## config.mk

```make
export PLATFORM = sky130hd
export DESIGN_NAME = prime_sum_up_to_n
export DESIGN_NICKNAME = d
export VERILOG_FILES = /design/src/psum_pkg.sv /design/src/prime_sum_up_to_n.sv
export SDC_FILE = /design/constraint.sdc
export NUM_CORES = 2
export LEC_CHECK = 0
export ABC_AREA = 1
export BUFFER_PORTS_ARGS = -buffer_cell sky130_fd_sc_hd__buf_2
export CAP_MARGIN = 20
export CORE_ASPECT_RATIO = 1.1
export CORE_MARGIN = 1.5
export CORE_UTILIZATION = 25
export CTS_CLUSTER_SIZE = 40
export DETAILED_ROUTE_END_ITERATION = 7
export GPL_ROUTABILITY_DRIVEN = 0
export MAX_ROUTING_LAYER = met4
export PLACE_DENSITY = 0.4
export SLEW_MARGIN = 20
export SYNTH_ARGS = -nofsm -noshare
export SYNTH_HDL_FRONTEND = slang
export SYNTH_SLANG_ARGS = --single-unit
```

## constraint.sdc

```tcl
create_clock -name clock -period 24.6 [get_ports clock]
set_input_delay 2.46 -clock clock [delete_from_list [all_inputs] [get_ports clock]]
set_output_delay 2.46 -clock clock [all_outputs]
set_load 0.1 [all_outputs]
```

## src/psum_pkg.sv

```systemverilog
`default_nettype none

package psum_pkg;

   // default width of the bound
   localparam int BOUND_WIDTH_DEF = 16;

   // width of the running and reported sum
   localparam int TOTAL_WIDTH = 32;

   // smallest prime, counted apart from the odd candidates
   localparam int FIRST_PRIME = 2;

   // sequencer state codes
   localparam int STATE_WIDTH = 3;
   localparam logic [STATE_WIDTH-1:0] ST_IDLE  = 3'd0;
   localparam logic [STATE_WIDTH-1:0] ST_CAND  = 3'd1;
   localparam logic [STATE_WIDTH-1:0] ST_NEXT  = 3'd2;
   localparam logic [STATE_WIDTH-1:0] ST_CHECK = 3'd3;
   localparam logic [STATE_WIDTH-1:0] ST_DIV   = 3'd4;

endpackage : psum_pkg

`default_nettype wire

```

## src/prime_sum_up_to_n.sv

```systemverilog
`default_nettype none
// Sum of all primes not above req_bound, by trial division with a table of found primes.
// Each odd candidate k from 3 up to the bound is tried against the stored primes p with
// p*p <= k in turn, by a bit-serial restoring division; k is composite on a zero remainder and
// prime when the stored primes run out or the next one squared exceeds k.
// One item at a time; busy is high meanwhile. rsp_valid lasts one cycle, no stall.
// Reset (synchronous) returns the sequencer to idle; the prime table needs no clearing.
module prime_sum_up_to_n #(
   parameter int BOUND_WIDTH = psum_pkg::BOUND_WIDTH_DEF
) (
   input  wire logic                             clock,
   input  wire logic                             reset,
   input  wire logic                             start,
   output logic                                  busy,
   input  wire logic [BOUND_WIDTH-1:0]           req_bound,
   output logic                                  rsp_valid,
   output logic [psum_pkg::TOTAL_WIDTH-1:0]      rsp_prime_total
);
   import psum_pkg::*;

   // width of the table entries: primes whose square can stay within the bound
   localparam int HALF_WIDTH = (BOUND_WIDTH + 1) / 2;
   localparam int IDX_WIDTH  = (HALF_WIDTH > 1) ? HALF_WIDTH - 1 : 1;
   localparam int DEPTH      = 2 ** IDX_WIDTH;
   localparam int CAND_WIDTH = BOUND_WIDTH + 1;
   localparam int SQ_WIDTH   = 2 * HALF_WIDTH + 1;
   localparam int DCNT_WIDTH = $clog2(BOUND_WIDTH + 1);
   localparam logic [DCNT_WIDTH-1:0] DIV_LAST = DCNT_WIDTH'(BOUND_WIDTH - 1);

   // prime table memory
   logic [HALF_WIDTH-1:0] mem_ff [DEPTH];
   logic [HALF_WIDTH-1:0] rd_data_ff;
   logic                  mem_we;
   logic [IDX_WIDTH-1:0]  mem_rd_addr;

   logic [STATE_WIDTH-1:0] state_ff, state_in;
   logic [BOUND_WIDTH-1:0] bound_ff, bound_in;
   logic [CAND_WIDTH-1:0]  cand_ff, cand_in;
   logic [TOTAL_WIDTH-1:0] total_ff, total_in;
   logic [IDX_WIDTH-1:0]   count_ff, count_in;
   logic [IDX_WIDTH-1:0]   idx_ff, idx_in;
   logic [HALF_WIDTH-1:0]  divisor_ff, divisor_in;
   logic [HALF_WIDTH-1:0]  rem_ff, rem_in;
   logic [BOUND_WIDTH-1:0] quo_ff, quo_in;
   logic [DCNT_WIDTH-1:0]  dcnt_ff, dcnt_in;
   logic                   rsp_valid_ff, rsp_valid_in;
   logic [TOTAL_WIDTH-1:0] rsp_total_ff, rsp_total_in;

   logic                   accept;
   logic                   found_prime;
   logic                   small_cand;
   logic [SQ_WIDTH-1:0]    square;
   logic [HALF_WIDTH:0]    shifted;
   logic [HALF_WIDTH:0]    trial;
   logic [HALF_WIDTH-1:0]  rem_next;

   assign accept = start && !busy;
   assign busy   = (state_ff != ST_IDLE);

   // square of the prime just read, against the candidate
   assign square = SQ_WIDTH'({1'b0, rd_data_ff}) * SQ_WIDTH'({1'b0, rd_data_ff});

   // candidate fits a table entry
   assign small_cand = ((cand_ff >> HALF_WIDTH) == '0);

   // one restoring step of the remainder
   assign shifted  = {rem_ff, quo_ff[BOUND_WIDTH-1]};
   assign trial    = shifted - {1'b0, divisor_ff};
   assign rem_next = (shifted >= {1'b0, divisor_ff}) ? trial[HALF_WIDTH-1:0]
                                                     : shifted[HALF_WIDTH-1:0];

   // decide: no stored prime left, or the next one is above the square root
   always_comb begin
      found_prime = 1'b0;
      if (state_ff == ST_NEXT && idx_ff == count_ff) begin
         found_prime = 1'b1;
      end else if (state_ff == ST_CHECK &&
                   square > SQ_WIDTH'(cand_ff)) begin
         found_prime = 1'b1;
      end
   end

   assign mem_we      = found_prime && small_cand;
   assign mem_rd_addr = idx_ff;

   // sequencer
   always_comb begin
      state_in     = state_ff;
      bound_in     = bound_ff;
      cand_in      = cand_ff;
      total_in     = total_ff;
      count_in     = count_ff;
      idx_in       = idx_ff;
      divisor_in   = divisor_ff;
      rem_in       = rem_ff;
      quo_in       = quo_ff;
      dcnt_in      = dcnt_ff;
      rsp_valid_in = 1'b0;
      rsp_total_in = rsp_total_ff;

      case (state_ff)
         ST_IDLE: begin
            if (accept) begin
               bound_in = req_bound;
               cand_in  = CAND_WIDTH'(3);
               count_in = '0;
               total_in = (req_bound >= BOUND_WIDTH'(FIRST_PRIME)) ?
                          TOTAL_WIDTH'(FIRST_PRIME) : '0;
               state_in = ST_CAND;
            end
         end
         ST_CAND: begin
            if (cand_ff > CAND_WIDTH'(bound_ff)) begin
               rsp_valid_in = 1'b1;
               rsp_total_in = total_ff;
               state_in     = ST_IDLE;
            end else begin
               idx_in   = '0;
               state_in = ST_NEXT;
            end
         end
         ST_NEXT: begin
            if (!found_prime) begin
               state_in = ST_CHECK;
            end
         end
         ST_CHECK: begin
            if (!found_prime) begin
               divisor_in = rd_data_ff;
               rem_in     = '0;
               quo_in     = cand_ff[BOUND_WIDTH-1:0];
               dcnt_in    = '0;
               state_in   = ST_DIV;
            end
         end
         ST_DIV: begin
            rem_in  = rem_next;
            quo_in  = quo_ff << 1;
            dcnt_in = dcnt_ff + 1'b1;
            if (dcnt_ff == DIV_LAST) begin
               if (rem_next == '0) begin
                  // composite: drop it
                  cand_in  = cand_ff + CAND_WIDTH'(2);
                  state_in = ST_CAND;
               end else begin
                  idx_in   = idx_ff + 1'b1;
                  state_in = ST_NEXT;
               end
            end
         end
         default: begin
            state_in = ST_IDLE;
         end
      endcase

      // prime found: add it, keep it when small, advance
      if (found_prime) begin
         total_in = total_ff + TOTAL_WIDTH'(cand_ff);
         if (small_cand) begin
            count_in = count_ff + 1'b1;
         end
         cand_in  = cand_ff + CAND_WIDTH'(2);
         state_in = ST_CAND;
      end
   end

   // control registers
   always_ff @(posedge clock) begin
      if (reset) begin
         state_ff     <= ST_IDLE;
         rsp_valid_ff <= 1'b0;
      end else begin
         state_ff     <= state_in;
         rsp_valid_ff <= rsp_valid_in;
      end
   end

   // datapath registers
   always_ff @(posedge clock) begin
      bound_ff     <= bound_in;
      cand_ff      <= cand_in;
      total_ff     <= total_in;
      count_ff     <= count_in;
      idx_ff       <= idx_in;
      divisor_ff   <= divisor_in;
      rem_ff       <= rem_in;
      quo_ff       <= quo_in;
      dcnt_ff      <= dcnt_in;
      rsp_total_ff <= rsp_total_in;
   end

   // prime table: one write, one registered read
   always_ff @(posedge clock) begin
      if (mem_we) begin
         mem_ff[count_ff] <= cand_ff[HALF_WIDTH-1:0];
      end
      rd_data_ff <= mem_ff[mem_rd_addr];
   end

   assign rsp_valid       = rsp_valid_ff;
   assign rsp_prime_total = rsp_total_ff;

endmodule : prime_sum_up_to_n

`default_nettype wire

```

# Word level (Yosys, flattened, before mapping)
# Memories as Yosys holds them, arrays and structs flattened. A register that Yosys moved wholly into a read port is not among the register bits.
# Index checks and enable logic that the tools add are counted.
[op_classes]
magnitude_cmp = 4
addsub = 6
eq_ne = 14
mux = 35
mul = 1
n_reduce_logical = 25
bitwise = 2
[ops]
columns = ["cell", "count"]
rows = [
  ["$mux W32", 3],
  ["$mux W17", 4],
  ["$mux W7", 7],
  ["$pmux W17 S2", 1],
  ["$add A32 B17 Y32", 1],
  ["$pmux W16 S2", 1],
  ["$add A17 B2 Y17 const B", 1],
  ["$gt A16 B17 Y1", 1],
  ["$gt A17 B16 Y1", 1],
  ["$logic_not A17 Y1", 1],
  ["$ge A16 B2 Y1 const B", 1],
  ["$mul A8 B8 Y16", 1],
  ["$mux W16", 1],
  ["$mux W8", 2],
  ["$pmux W8 S2", 1],
  ["$pmux W3 S5", 1],
  ["$add A7 B1 Y7 const B", 2],
  ["$pmux W7 S2", 1],
  ["$reduce_and A2 Y1", 7],
  ["$ne A2 B2 Y1 const B", 5],
  ["$pmux W5 S2", 1],
  ["$ge A9 B8 Y1", 1],
  ["$ne A3 B3 Y1 const B", 3],
  ["$logic_not A8 Y1", 1],
  ["19 further kinds", 38],
]
[totals]
out_inout_bits = 34
inputBits = 19
reg_bits = 152
mem_count = 1
ram_bits = 1024
wordCells = 101
[mem_list]
columns = ["name", "words", "word_bits", "read_ports", "rd_clocked_by_memory_dff", "wr", "line_no", "source"]
rows = [
  ["mem_ff", 128, 8, 1, 1, 1, "prime_sum_up_to_n.sv:31", "logic [HALF_WIDTH-1:0] mem_ff [DEPTH];"],
]

# Longest topological paths before layout
[depth]
ltp_word = 8
mapped_depth = 32
mapped_depth_nobuf = 30

# Worst setup path after synthesis
# Ideal clock, no wire load.
[synth_timing]
kind = "register to register"
startpoint = "register rd_data_ff[5] (read register of mem_ff)"
endpoint = "register dcnt_ff[0] (enable)"
path_buffers = 3
period_less_slack_ns = 7.681
required_ns = 24.145
stages_incl_launch_ff = 27
t_arrival_ns = 7.225
setup_time_ns = 0.455
setup_slack_ns = 16.919
cell_sequence = "dfxtp_1 clkbuf_1 nand2_1 inv_1 fa_1 fa_1 inv_1 fa_1 fa_1 inv_1 ha_1 a21oi_1 o21ai_0 nor2_1 o21ai_0 a21oi_1 xor2_1 inv_1 ha_1 nand4_2 nor3_2 a31oi_1 nand2_1 nand2_2 buf_6 buf_6 o21ai_0"
[synth_between]
elab_chain_cells = 7
[synth_rtl]
columns = ["element", "line_no", "source"]
rows = [
  ["start, declared", "prime_sum_up_to_n.sv:32", "logic [HALF_WIDTH-1:0] rd_data_ff;"],
  ["$mul A8 B8 Y16", "prime_sum_up_to_n.sv:61", "assign square = SQ_WIDTH'({1'b0, rd_data_ff}) * SQ_WIDTH'({1'b0, rd_data_ff});"],
  ["$gt A16 B17 Y1", "prime_sum_up_to_n.sv:78", "square > SQ_WIDTH'(cand_ff)) begin"],
  ["$logic_and A1 B1 Y1", "prime_sum_up_to_n.sv:77", "end else if (state_ff == ST_CHECK &&"],
  ["$mux W1", "prime_sum_up_to_n.sv:77", ""],
  ["$mux W1", "prime_sum_up_to_n.sv:75", "if (state_ff == ST_NEXT && idx_ff == count_ff) begin"],
  ["$ne A2 B2 Y1 (no line)", "-", ""],
  ["$reduce_and A2 Y1 (no line)", "-", ""],
  ["end signal, assigned", "prime_sum_up_to_n.sv:188", "dcnt_ff <= dcnt_in;"],
  ["end, declared", "prime_sum_up_to_n.sv:45", "logic [DCNT_WIDTH-1:0] dcnt_ff, dcnt_in;"],
]
# No other way between the ends.
# A chain may end at the register's enable or synchronous reset.

# Worst setup path in the final report
[layout_timing]
startpoint = "register rd_data_ff[5] (read register of mem_ff)"
endpoint = "memory mem_ff[125][4] in the netlist's numbering (enable)"
[layout_between]
elab_chain_cells = 8
[layout_rtl]
columns = ["element", "line_no", "source"]
rows = [
  ["$mul A8 B8 Y16", "prime_sum_up_to_n.sv:61", ""],
  ["$gt A16 B17 Y1", "prime_sum_up_to_n.sv:78", ""],
  ["$logic_and A1 B1 Y1", "prime_sum_up_to_n.sv:77", ""],
  ["$mux W1", "prime_sum_up_to_n.sv:77", ""],
  ["$mux W1", "prime_sum_up_to_n.sv:75", ""],
  ["$logic_and A1 B1 Y1", "prime_sum_up_to_n.sv:83", "assign mem_we = found_prime && small_cand;"],
  ["$mux W1", "prime_sum_up_to_n.sv:194", "if (mem_we) begin"],
  ["$mux W1 (not written as such)", "prime_sum_up_to_n.sv:195", "mem_ff[count_ff] <= cand_ff[HALF_WIDTH-1:0];"],
  ["end, declared", "prime_sum_up_to_n.sv:31", ""],
]
# No other way between the ends.

==> flow_metrics.tcl <==
set metrics [dict create \
    netlist_area_um2 51600 \
    clockBufferDepth 3 \
    final_nets 4565 \
    ir_worst_vdd_mv 0.0958 \
    boundaryPins 53 \
    yosys_warnings 0 \
    post_cts_buffers 0 \
    wl_per_cell_um 22.2 \
    syn_to_final_growth_pct 14.3 \
    viasPerCell 4.64 \
    reg2reg_depth 26 \
    min_from "total_ff[10]" \
    die_h_um 479 \
    grt_setup_unrepaired "no" \
    vias 33700 \
    core_um2 205000 \
    synth-seq-area-share 0.686 \
    fin_crit_sh 0.330 \
    clkTransAtPathRegs_ns 0.06 \
    grt_usage 0.156 \
    min_path_cells 0 \
    drt_iter0_drc 2670 \
    avgSynthCellArea_um2 11.6 \
    critical_path_required_ns 24.99 \
    htree_levels 4 \
    insertion_delay_ns 0.78 \
    worst-slew-pin-transition_ns 1.27 \
    hold_end "rsp_prime_total[10]" \
    hpwl_um 93100 \
    async_reset_ff_frac 0 \
    final.setup.tns_ns 0 \
    setup_ws_ns 16.49 \
    totalWireLength_um 161000 \
    finalCriticalPeriod_ns 8.11 \
    hold_viol 0 \
    initial_utilization 0.252 \
    reg2reg_from "rd_data_ff[5]" \
    antenna_found_initial 2 \
    r2r_slack_ns 16.49 \
    grt_max_degree 183 \
    fmax_mhz 123 \
    dp_slack_ns 16.36 \
    synth-edff-count 1165 \
    register_area_um2 35400 \
    status "completed" \
    globalRouteOverflowTotal 0 \
    synthFlopType "edfxtp_1" \
    r2r_end "mem_ff[125][4]" \
    cts_made_buffers 137 \
    hold_path_class "reg -> reg" \
    synthCells 4434 \
    cp-end-kind "register" \
    slowest_stage "nor2_1" \
    first_global_vias 34400 \
    cp.arrival_ns 8.50 \
    crit_type "reg -> reg" \
    clock_sinks 1184 \
    slew_viol_final 0 \
    syn-num-nets 4571 \
    drc 0 \
    cp_slowest_stage_delay_ns 0.86 \
    cts_tree "yes" \
    layout-drive-gt1-share 0.0730 \
    portBuffers 52 \
    rows 174 \
    die_x_um 436 \
    nFillCells 21200 \
    cts_root_buf "clkbuf_16" \
    drtPass1Iterations 5 \
    crit_fanout 26 \
    multi_input_area_um2 14100 \
    postRouteAntennaNets 0 \
    leakagePower_nw 19.9 \
    drv_cap 0 \
    slew_headroom 0.152 \
    grt_pass1_wl_um 235000 \
    synth_cell_type_count 44 \
    cts_resized 0 \
    cts.hold.buffers_added 0 \
    cp-start-kind "register" \
    ys_ff_latch 1184 \
    power.density_nw_per_um2 96.3 \
    die-area_um2 209000 \
    finalSetupViolations 0 \
    fin_skew_ns 0.0264 \
]
worst max-delay path: cells and delay by family (launching register included):
family / cells / cell delay (ns)
fa+ha+maj: 6 / 2.67
buf+inv: 5 / 0.65
xor+xnor: 1 / 0.16
compound gates: 2 / 0.47
simple gates: 12 / 3.14
flops: 1 / 0.60
per-stage QoR:
step	util	hold WS, ns	std cells	instance area, um2	power [mW]
3_3_place_gp	0.266	0.450	7017	54500	3.73
2_1_floorplan	-	0.406	4434	51600	3.32
3_5_place_dp	0.266	0.454	7017	54500	3.72
5_1_grt	0.288	0.484	7266	58900	6.00
4_1_cts	0.288	0.466	7265	58900	5.77
6_report	0.288	0.460	7270	58900	5.68
registers in the layout (all words and copies together) (netlist names):
signal / flops
quo_ff: 16
rem_ff: 8
rsp_prime_total: 32
bound_ff: 16
cand_ff: 17
dcnt_ff: 5
state_ff: 3
mem_ff: 1024
rsp_valid: 1
rd_data_ff: 8
idx_ff: 7
count_ff: 7
divisor_ff: 8
total_ff: 32
cell families (layout without fill, tap and decap cells):
family	after synthesis	count (layout)	synth area share
adder cells (fa/ha/maj)	118	118	0.0326
AND/OR/NAND/NOR	1663	1663	0.131
buffers and inverters	481	584	0.0409
flip-flops	1184	1184	0.686
other	0	5	0
AO/OA/AOI/OAI	940	940	0.101
XOR/XNOR	48	48	0.00815
layout make-up:
class,count,share of cell area
clock inverters,77,0.0139
repair buffers,98,0.0126
diodes,5,0.000212
inverters,238,0.0153
multi-input cells,2769,0.239
clock buffers,171,0.0609
well taps,2728,0.0579
flip-flops and latches,1184,0.600
layer usage:
layer,global-route usage,up-vias,share of wire,wire length (um)
met5,-,-,0,0
met2,0.249,828,0.48,76600
met3,0.0288,233,0.049,7970
met1,0.201,16900,0.45,72300
met4,0.0467,0,0.027,4310
li1,-,15800,-,-
synthesized netlist by cell type (all sizes together) (15+ instances only):
library cell,count,area (um2)
dfxtp,19,380
o22ai,135,845
xor2,33,289
nor2,919,3460
nor3,28,155
a21oi,84,420
nand2,495,1870
inv,232,871
xnor2,15,131
edfxtp,1165,35000
nand4,32,273
clkbuf,131,492
ha,91,1140
fa,27,541
o21ai,579,2900
nand3,162,811
o211ai,116,871
buf,112,724
power breakdown:
| part | internal, mW | switching [mW] |
|---|---|---|
| combinational | 0.429 | 0.898 |
| sequential | 2.30 | 0.0320 |
| clock | 1.17 | 0.854 |
worst max path at each step:
stage                              from        endpoint  slack (ns)  cells past startpoint
after floorplan           rd_data_ff[5]      dcnt_ff[0]       16.92                     26
after global placement    rd_data_ff[5]  mem_ff[112][3]       16.36                     26
after detailed placement  rd_data_ff[5]  mem_ff[125][5]       16.36                     26
after CTS                 rd_data_ff[5]  mem_ff[125][0]       16.34                     26
after global routing      rd_data_ff[5]   mem_ff[85][1]       15.86                     26
final                     rd_data_ff[5]  mem_ff[125][4]       16.49                     26
placed cells by master (no fill, tap or decap), drive strengths merged:
cell      netlist  layout
clkinvlp        0       9
fa             27      27
nand4          32      32
bufinv          0      12
and2            1       1
clkinv          6      52
o31ai           1       1
a21boi          2       2
or2             8       8
clkbuf        131     171
xnor2          15      15
a31oi           5       5
o21ai         579     579
nand3b          8       8
o221ai          4       4
diode           0       5
nor4b           1       1
inv           232     242
dfxtp          19      19
nor3b           3       3
o22ai         135     135
nor4            6       6
buf           112      98
o21a            1       1
ha             91      91
a211oi          3       3
nand3         162     162
nor2          919     919
nand2         495     495
o21bai          5       5
nor3           28      28
a21oi          84      84
a21o            5       5
edfxtp       1165    1165
xor2           33      33
o211ai        116     116
Note: power is estimated with default switching activity, not from simulation.
